### src/irpde_pkg.sv
// Shared types, frame geometry and symbol timing tables for the IR frame encoder.
// No dependencies; imported by every module of the block.
package irpde_pkg;

   localparam int SECTION1_BYTES = 8;
   localparam int SECTION2_BYTES = 8;
   localparam int SECTION3_BYTES = 19;
   localparam int FRAME_BYTES    = SECTION1_BYTES + SECTION2_BYTES + SECTION3_BYTES;
   localparam int POS_W          = 6;

   localparam int MARK_W  = 12;
   localparam int SPACE_W = 15;
   localparam int RSP_DATA_W = 32;

   localparam int QUEUE_DEPTH = 2;
   localparam int QPTR_W      = 1;
   localparam int QCNT_W      = 2;

   // Symbol sequence of one byte, in emit order
   localparam int STEP_W = 5;
   localparam logic [STEP_W-1:0] STEP_PRE_FIRST = 5'd0;
   localparam logic [STEP_W-1:0] STEP_PRE_LAST  = 5'd5;
   localparam logic [STEP_W-1:0] STEP_LEADER    = 5'd6;
   localparam logic [STEP_W-1:0] STEP_BIT_FIRST = 5'd7;
   localparam logic [STEP_W-1:0] STEP_BIT_LAST  = 5'd14;
   localparam logic [STEP_W-1:0] STEP_GAP       = 5'd15;
   localparam logic [STEP_W-1:0] STEP_LEADER2   = 5'd16;
   localparam logic [STEP_W-1:0] STEP_TERM      = 5'd17;

   localparam logic PROFILE_CAPTURED = 1'b0;
   localparam logic PROFILE_NOMINAL  = 1'b1;

   typedef struct packed {
      logic [7:0] payload_byte;
      logic       profile;
      logic       first;
      logic       gap;
      logic       term;
   } desc_type;

   typedef struct packed {
      logic [MARK_W-1:0]  mark;
      logic [SPACE_W-1:0] space;
   } sym_type;

   // Preamble symbols, same for both profiles
   localparam sym_type PREAMBLE_TAB [6] = '{
      '{mark: 12'd531, space: 15'd330},
      '{mark: 12'd510, space: 15'd356},
      '{mark: 12'd507, space: 15'd359},
      '{mark: 12'd504, space: 15'd362},
      '{mark: 12'd500, space: 15'd389},
      '{mark: 12'd474, space: 15'd25076}
   };

   function automatic sym_type sym_lookup(input logic [STEP_W-1:0] step,
                                          input logic              bit_val,
                                          input logic              profile);
      sym_type s;
      s = '{mark: 12'd0, space: 15'd0};
      case (step) inside
         [STEP_PRE_FIRST:STEP_PRE_LAST]: s = PREAMBLE_TAB[3'(step - STEP_PRE_FIRST)];
         STEP_LEADER, STEP_LEADER2: begin
            if (profile == PROFILE_NOMINAL) s = '{mark: 12'd3360, space: 15'd1760};
            else                            s = '{mark: 12'd3462, space: 15'd1728};
         end
         [STEP_BIT_FIRST:STEP_BIT_LAST]: begin
            if (profile == PROFILE_NOMINAL)
               s = bit_val ? '{mark: 12'd360, space: 15'd1370} : '{mark: 12'd360, space: 15'd520};
            else
               s = bit_val ? '{mark: 12'd438, space: 15'd1294} : '{mark: 12'd438, space: 15'd428};
         end
         STEP_GAP: begin
            if (profile == PROFILE_NOMINAL) s = '{mark: 12'd360, space: 15'd32300};
            else                            s = '{mark: 12'd437, space: 15'd2743};
         end
         STEP_TERM: begin
            if (profile == PROFILE_NOMINAL) s = '{mark: 12'd360, space: 15'd0};
            else                            s = '{mark: 12'd439, space: 15'd0};
         end
         default: s = '{mark: 12'd0, space: 15'd0};
      endcase
      return s;
   endfunction

endpackage

### src/irpde_front.sv
// Front end: accepts payload bytes, tracks the byte position in the frame and
// tags each byte with preamble, gap and terminal flags. Uses irpde_pkg.
module irpde_front (
   input  logic                clock,
   input  logic                reset,
   input  logic                req_tvalid,
   output logic                req_tready,
   input  logic [7:0]          req_tdata,
   input  logic                profile,
   input  logic                queue_full,
   output logic                push,
   output irpde_pkg::desc_type push_desc
);
   import irpde_pkg::*;

   logic [POS_W-1:0] pos_ff, pos_in;
   logic             is_term;

   assign req_tready = !queue_full;
   assign push       = req_tvalid && req_tready;
   assign is_term    = pos_ff >= POS_W'(FRAME_BYTES - 1);

   always_comb begin
      push_desc.payload_byte = req_tdata;
      push_desc.profile      = profile;
      push_desc.first        = pos_ff == '0;
      push_desc.gap          = pos_ff == POS_W'(SECTION1_BYTES - 1) ||
                               pos_ff == POS_W'(SECTION1_BYTES + SECTION2_BYTES - 1);
      push_desc.term         = is_term;
   end

   always_comb begin
      pos_in = pos_ff;
      if (push) begin
         pos_in = is_term ? '0 : pos_ff + 1'b1;
      end
   end

   always_ff @(posedge clock) begin
      if (reset) begin
         pos_ff <= '0;
      end else begin
         pos_ff <= pos_in;
      end
   end

endmodule

### src/irpde_queue.sv
// Short descriptor queue between front end and symbol sequencer.
// Uses irpde_pkg for the descriptor type and depth.
module irpde_queue (
   input  logic                clock,
   input  logic                reset,
   input  logic                push,
   input  irpde_pkg::desc_type push_desc,
   input  logic                pop,
   output logic                full,
   output logic                head_valid,
   output irpde_pkg::desc_type head_desc,
   output logic [irpde_pkg::QCNT_W-1:0] count
);
   import irpde_pkg::*;

   desc_type          entry_ff [QUEUE_DEPTH];
   logic [QPTR_W-1:0] wr_ptr_ff, wr_ptr_in;
   logic [QPTR_W-1:0] rd_ptr_ff, rd_ptr_in;
   logic [QCNT_W-1:0] count_ff, count_in;

   assign full       = count_ff == QCNT_W'(QUEUE_DEPTH);
   assign head_valid = count_ff != '0;
   assign head_desc  = entry_ff[rd_ptr_ff];
   assign count      = count_ff;

   always_comb begin
      wr_ptr_in = push ? wr_ptr_ff + 1'b1 : wr_ptr_ff;
      rd_ptr_in = pop  ? rd_ptr_ff + 1'b1 : rd_ptr_ff;
      count_in  = count_ff + QCNT_W'(push) - QCNT_W'(pop);
   end

   always_ff @(posedge clock) begin
      if (push) begin
         entry_ff[wr_ptr_ff] <= push_desc;
      end
   end

   always_ff @(posedge clock) begin
      if (reset) begin
         wr_ptr_ff <= '0;
         rd_ptr_ff <= '0;
         count_ff  <= '0;
      end else begin
         wr_ptr_ff <= wr_ptr_in;
         rd_ptr_ff <= rd_ptr_in;
         count_ff  <= count_in;
      end
   end

endmodule

### src/irpde_back.sv
// Back end: steps through the symbols of the head descriptor into an output register,
// one per cycle unless rsp_tready stalls. Uses irpde_pkg for step codes and timing tables.
module irpde_back (
   input  logic                clock,
   input  logic                reset,
   input  logic                head_valid,
   input  irpde_pkg::desc_type head_desc,
   output logic                pop,
   output logic                rsp_tvalid,
   input  logic                rsp_tready,
   output logic [irpde_pkg::RSP_DATA_W-1:0] rsp_tdata,
   output logic                rsp_tlast,
   output logic                rsp_tuser
);
   import irpde_pkg::*;

   logic              active_ff, active_in;
   logic [STEP_W-1:0] step_ff, step_in;
   logic [STEP_W-1:0] cur_step, next_step;
   logic [2:0]        bit_idx;
   logic              is_last, emit;
   sym_type           sym;
   logic              out_valid_ff, out_valid_in;
   sym_type           out_sym_ff, out_sym_in;
   logic              out_last_ff, out_last_in;
   logic              out_end_ff, out_end_in;

   assign cur_step = active_ff ? step_ff
                               : (head_desc.first ? STEP_PRE_FIRST : STEP_BIT_FIRST);
   assign bit_idx  = 3'(cur_step - STEP_BIT_FIRST);
   assign sym      = sym_lookup(cur_step, head_desc.payload_byte[bit_idx], head_desc.profile);
   assign emit     = head_valid && (!out_valid_ff || rsp_tready);
   assign pop      = emit && is_last;

   always_comb begin
      is_last = 1'b0;
      case (cur_step)
         STEP_BIT_LAST: is_last = !head_desc.gap && !head_desc.term;
         STEP_LEADER2:  is_last = !head_desc.term;
         STEP_TERM:     is_last = 1'b1;
         default:       is_last = 1'b0;
      endcase
   end

   always_comb begin
      next_step = cur_step + 1'b1;
      case (cur_step)
         STEP_BIT_LAST: next_step = head_desc.gap ? STEP_GAP : STEP_TERM;
         STEP_LEADER2:  next_step = STEP_TERM;
         default:       next_step = cur_step + 1'b1;
      endcase
   end

   always_comb begin
      active_in    = active_ff;
      step_in      = step_ff;
      out_valid_in = rsp_tready ? 1'b0 : out_valid_ff;
      out_sym_in   = out_sym_ff;
      out_last_in  = out_last_ff;
      out_end_in   = out_end_ff;
      if (emit) begin
         active_in    = !is_last;
         step_in      = next_step;
         out_valid_in = 1'b1;
         out_sym_in   = sym;
         out_last_in  = is_last;
         out_end_in   = cur_step == STEP_TERM;
      end
   end

   always_ff @(posedge clock) begin
      if (reset) begin
         active_ff    <= 1'b0;
         out_valid_ff <= 1'b0;
      end else begin
         active_ff    <= active_in;
         out_valid_ff <= out_valid_in;
      end
   end

   always_ff @(posedge clock) begin
      step_ff     <= step_in;
      out_sym_ff  <= out_sym_in;
      out_last_ff <= out_last_in;
      out_end_ff  <= out_end_in;
   end

   assign rsp_tvalid = out_valid_ff;
   assign rsp_tdata  = {{(RSP_DATA_W - MARK_W - SPACE_W){1'b0}},
                        out_sym_ff.space, out_sym_ff.mark};
   assign rsp_tlast  = out_last_ff;
   assign rsp_tuser  = out_end_ff;

endmodule

### src/ir_pulse_distance_frame_encoder.sv
// Top level of the IR pulse-distance frame encoder: front end, descriptor
// queue and symbol sequencer. Uses irpde_pkg.
//
// Each payload byte yields 8 bit symbols (LSB first), plus 7 preamble/leader
// symbols on the first byte of a frame, a gap and leader after the last byte
// of sections one and two, and a terminal mark after the last byte of the
// frame: 8 to 15 symbols per byte with the section sizes in irpde_pkg. The
// sequencer emits one symbol per clock unless rsp_tready stalls the output;
// the two-entry queue lets the next bytes be taken while symbols still go out.
// timing_profile is sampled when a byte is accepted.
module ir_pulse_distance_frame_encoder (
   input  logic        clock,
   input  logic        reset,
   input  logic        req_tvalid,
   output logic        req_tready,
   input  logic [7:0]  req_tdata,   // [7:0] payload_byte
   output logic        rsp_tvalid,
   input  logic        rsp_tready,
   output logic [31:0] rsp_tdata,   // [11:0] mark_ticks, [26:12] space_ticks, rest zero
   output logic        rsp_tlast,   // last_of_byte
   output logic        rsp_tuser,   // frame_end
   input  logic        csr_we,
   input  logic        csr_wdata    // timing_profile
);
   import irpde_pkg::*;

   logic              profile_ff, profile_in;
   logic              push, pop, queue_full, head_valid;
   desc_type          push_desc, head_desc;
   logic [QCNT_W-1:0] queue_count;

   assign profile_in = csr_we ? csr_wdata : profile_ff;

   always_ff @(posedge clock) begin
      if (reset) begin
         profile_ff <= PROFILE_NOMINAL;
      end else begin
         profile_ff <= profile_in;
      end
   end

   irpde_front u_front (
      .clock      (clock),
      .reset      (reset),
      .req_tvalid (req_tvalid),
      .req_tready (req_tready),
      .req_tdata  (req_tdata),
      .profile    (profile_ff),
      .queue_full (queue_full),
      .push       (push),
      .push_desc  (push_desc)
   );

   irpde_queue u_queue (
      .clock      (clock),
      .reset      (reset),
      .push       (push),
      .push_desc  (push_desc),
      .pop        (pop),
      .full       (queue_full),
      .head_valid (head_valid),
      .head_desc  (head_desc),
      .count      (queue_count)
   );

   irpde_back u_back (
      .clock      (clock),
      .reset      (reset),
      .head_valid (head_valid),
      .head_desc  (head_desc),
      .pop        (pop),
      .rsp_tvalid (rsp_tvalid),
      .rsp_tready (rsp_tready),
      .rsp_tdata  (rsp_tdata),
      .rsp_tlast  (rsp_tlast),
      .rsp_tuser  (rsp_tuser)
   );

   // The terminal mark always closes its byte
   a_end_is_last: assert property (@(posedge clock) disable iff (reset)
      rsp_tvalid && rsp_tuser |-> rsp_tlast)
      else $error("frame end without last_of_byte");

   a_queue_bound: assert property (@(posedge clock) disable iff (reset)
      queue_count <= QCNT_W'(QUEUE_DEPTH))
      else $error("queue count overflow");

   a_no_pop_empty: assert property (@(posedge clock) disable iff (reset)
      pop |-> head_valid)
      else $error("pop from empty queue");

   a_full_stalls: assert property (@(posedge clock) disable iff (reset)
      queue_full |-> !req_tready)
      else $error("byte taken while queue full");

endmodule

### config.mk
export PLATFORM = sky130hd
export DESIGN_NAME = ir_pulse_distance_frame_encoder
export DESIGN_NICKNAME = d
export VERILOG_FILES = /design/src/irpde_pkg.sv /design/src/irpde_front.sv /design/src/irpde_queue.sv /design/src/irpde_back.sv /design/src/ir_pulse_distance_frame_encoder.sv
export SDC_FILE = /design/constraint.sdc
export NUM_CORES = 1
export LEC_CHECK = 0
export BUFFER_PORTS_ARGS = -buffer_cell sky130_fd_sc_hd__buf_4
export CAP_MARGIN = 30
export CORE_UTILIZATION = 55
export CTS_CLUSTER_SIZE = 14
export DETAILED_ROUTE_END_ITERATION = 10
export PLACE_DENSITY = 0.84
export SLEW_MARGIN = 20
export SYNTH_ARGS = -nofsm -noshare
export SYNTH_HDL_FRONTEND = slang
export SYNTH_SLANG_ARGS = --single-unit
### constraint.sdc
create_clock -name clock -period 5.55 [get_ports clock]
set_input_delay 0.555 -clock clock [delete_from_list [all_inputs] [get_ports clock]]
set_output_delay 0.555 -clock clock [all_outputs]
set_load 0.05 [all_outputs]
==> summary.md <==
| Metric | Value |
|---|---|
| Vias in the first global route | `2187` |
| Async S/R FF share, synth | `0%` |
| Yosys Warn Count | `0` |
| Post-placement cell count | `390` |
| Clk sinks | `70` |
| CTS tree | `yes` |
| Post-synth top area share | `49.8%` |
| Gr usage total | `21.6%` |
| Max FO, Critical Path | `10` |
| Layout cells sized above 1 | `22.0%` |
| ANT cells | `0` |
| Worst Setup End Kind | `register` |
| DRC | `0` |
| Fin Hold WS | `0.386 ns` |
| Row count | `28` |
| First-pass GRT wire length | `10100 µm` |
| Syn Area/Cell | `12.1 µm²` |
| Synth area leader | `edfxtp_1` |
| Tightest Pin Transition | `0.828 ns` |
| Iter 0 DRT Violations | `197` |
| Vias per inst | `5.75` |
| Clk pin slew, worst setup/hold paths | `0.08 ns` |
| Maximum root-to-sink buffer count | `2` |
| PostCTS Resize Cnt | `0` |
| CTS Buf Count | `9` |
| Vias | `2339` |
| Post-Route WL | `6410 µm` |
| Die Ht | `80.4 µm` |
| Max Slew Vio Count | `0` |
| Largest net degree at the start of global routing | `35` |
| Post-synthesis sequential area ratio | `58.1%` |
| Max Cap Viol | `0` |
| Layout area overhead | `16.5%` |
| Kind of critical path | `register to register` |
| Initial core utilization | `57.0%` |
| Post-CTS setup buffers | `0` |
| Core area | `5920 µm²` |
| Fillers | `469` |
| Mapped Cells | `280` |
| Final #Nets | `352` |
| CTS Hold Bufs | `0` |
| WL/cell | `15.8 µm` |
| Prevailing post-synth register cell | `edfxtp_1` |
| VDD IR max | `0.309 mV` |
| Outcome | `completed` |
| Chip width | `80.4 µm` |
| Skew final | `0.00831 ns` |
| Drt pass-1 iters | `5` |
| Flops & latches, synth | `70` |
| GRT overflow | `0` |
| Dpl hpwl | `4600 µm` |
| Post-Route Utilization | `66.4%` |
| Synth area leaders | `edfxtp_1, dfxtp_1, ha_1` |
| Achievable Freq | `0.272 GHz` |
| Top Ports | `50` |
| Die Area | `6460 µm²` |
| PD cells | `499 nW/µm²` |
| Period utilisation layout | `66.3%` |
| P_leak | `1.56 nW` |
| Routed Antenna Nets | `0` |
| Worst Path Arrival | `3.77 ns` |
| Initial antenna violation count | `0` |
| Fin cells | `407` |
| Slew margin rel. | `43.2%` |
| GP Congestion | `0.978` |
| Hold WC Path Type | `input port to register` |
| Synth cell count leaders | `edfxtp_1, nand2_1, nor2_1` |
| Post-synth EDFFs | `56` |
| Endpoints failing setup | `0` |
| Clock Latency Late Sink | `0.35 ns` |
| Most common cell in the netlist | `edfxtp_1` |
| Critical Path Source Type | `register` |
| H-tree levels | `3` |
| Setup TNS | `0 ns` |
| CTS Root Cell | `clkbuf_8` |
| Netlist cell types | `56` |
| I/O Buffers | `44` |
| Synthesized cell area | `3380 µm²` |
| CP required | `5.64 ns` |
| RSZ-0062 raised after global routing | `no` |
| Final min period | `3.68 ns` |
| Final number of hold-violating endpoints | `0` |
==> flip-flops by register name (all words and copies together), names as in the netlist, named ones only <==
name and cells:
u_queue.count 2, u_queue.entry_ff 24, u_back.step_ff 5, u_back.active_ff 1, u_back.rsp_tvalid 1, u_front.pos_ff 6
u_queue.rd_ptr_ff 1, profile_ff 1, u_back.rsp_tdata 25, u_back.rsp_tuser 1, u_queue.wr_ptr_ff 1, u_back.rsp_tlast 1
==> metal layers <==
metal,share of wire [%],global-route usage (%),wire (µm),vias up
li1,-,-,-,1107
met1,39,22.3,2480,1082
met2,51,38.6,3270,120
met3,6.5,4.89,415,30
met4,3.9,14.8,251,0
met5,0,0,0,-
==> cell type report <==
type / instances / area (µm²) / area share [%]
sequential: 70 / 1960 / 49.9
tap: 75 / 93.8 / 2.39
inverter: 15 / 56.3 / 1.43
timing repair buffer: 46 / 345 / 8.78
multi-input combinational: 185 / 1280 / 32.6
clock buffer: 13 / 149 / 3.79
clock inverter: 3 / 43.8 / 1.11
==> power breakdown <==
group / internal [mW] / switching (mW) / total, mW / leakage [nW]
registers: 0.708 / 0.0496 / 0.758 / 0.644
clock network: 0.221 / 0.189 / 0.409 / 0.0976
logic: 0.263 / 0.534 / 0.797 / 0.822
total: 1.19 / 0.773 / 1.96 / 1.56
==> worst paths after layout <==
path | startpoint | to | slack [ns] | depth (start not counted)
worst max-delay path | register | u_back.rsp_tdata[17]$_DFFE_PP_ | 1.87 | 9
worst min-delay path | req_tdata[6] | u_queue.entry_ff[1][10]$_DFFE_PP_ | 0.39 | 1
worst max register to register | register | u_back.rsp_tdata[17]$_DFFE_PP_ | 1.87 | 9
worst min register to register | profile_ff$_SDFFE_PP1P_ | u_queue.entry_ff[1][3]$_DFFE_PP_ | 0.46 | 0
==> stage by stage <==
stage | power, mW | worst slack [ns] | area [µm²]
CTS | 1.96 | 1.89 | 3930
floorplan | 1.37 | 2.24 | 3390
detailed placement | 1.56 | 1.89 | 3730
global placement | 1.54 | 2.02 | 3730
global route | 2.05 | 1.68 | 3930
finish | 1.96 | 1.87 | 3930
==> cell usage in the layout (no fill, tap or decap), types with 2 or more instances in the layout <==
master / n
edfxtp_1: 56
buf_4: 46
nand2_1: 34
nor2_1: 26
inv_1: 14
dfxtp_1: 14
mux2i_1: 11
ha_1: 11
a21oi_1: 10
clkbuf_8: 10
o21ai_0: 7
nand3_1: 6
xnor2_1: 6
nor3_1: 5
conb_1: 5
a21o_1: 4
a31oi_1: 4
or2_2: 3
a211o_1: 3
nor2b_1: 3
xor2_1: 3
clkbuf_1: 3
nand2b_1: 2
o21a_1: 2
mux2_2: 2
mux2_4: 2
o41a_1: 2
mux4_1: 2
nor3b_1: 2
o211ai_1: 2
a31o_2: 2
nand4_1: 2
o22ai_1: 2
o31ai_1: 2
==> worst max-delay path, cell delays in order, from the launching register on <==
cell and delay (ns):
dfxtp_1 0.51, mux2_4 0.37, or2_2 0.33, o21ai_0 0.24
ha_1 0.51, mux2i_1 0.18, mux4_1 0.50, mux2_4 0.32
a311oi_1 0.32, o21ai_0 0.14
==> logic make-up after synthesis <==
kind of cell	after synthesis	share of synthesized area, %
multiplexers	17	6.37
AO/OA/AOI/OAI	54	12.6
AND/OR/NAND/NOR	89	12.0
adder cells (fa/ha/maj)	11	4.08
buffers and inverters	29	4.37
other	1	0.111
flip-flops	70	58.1
XOR/XNOR	9	2.33
(Power assumes the default switching activity.)
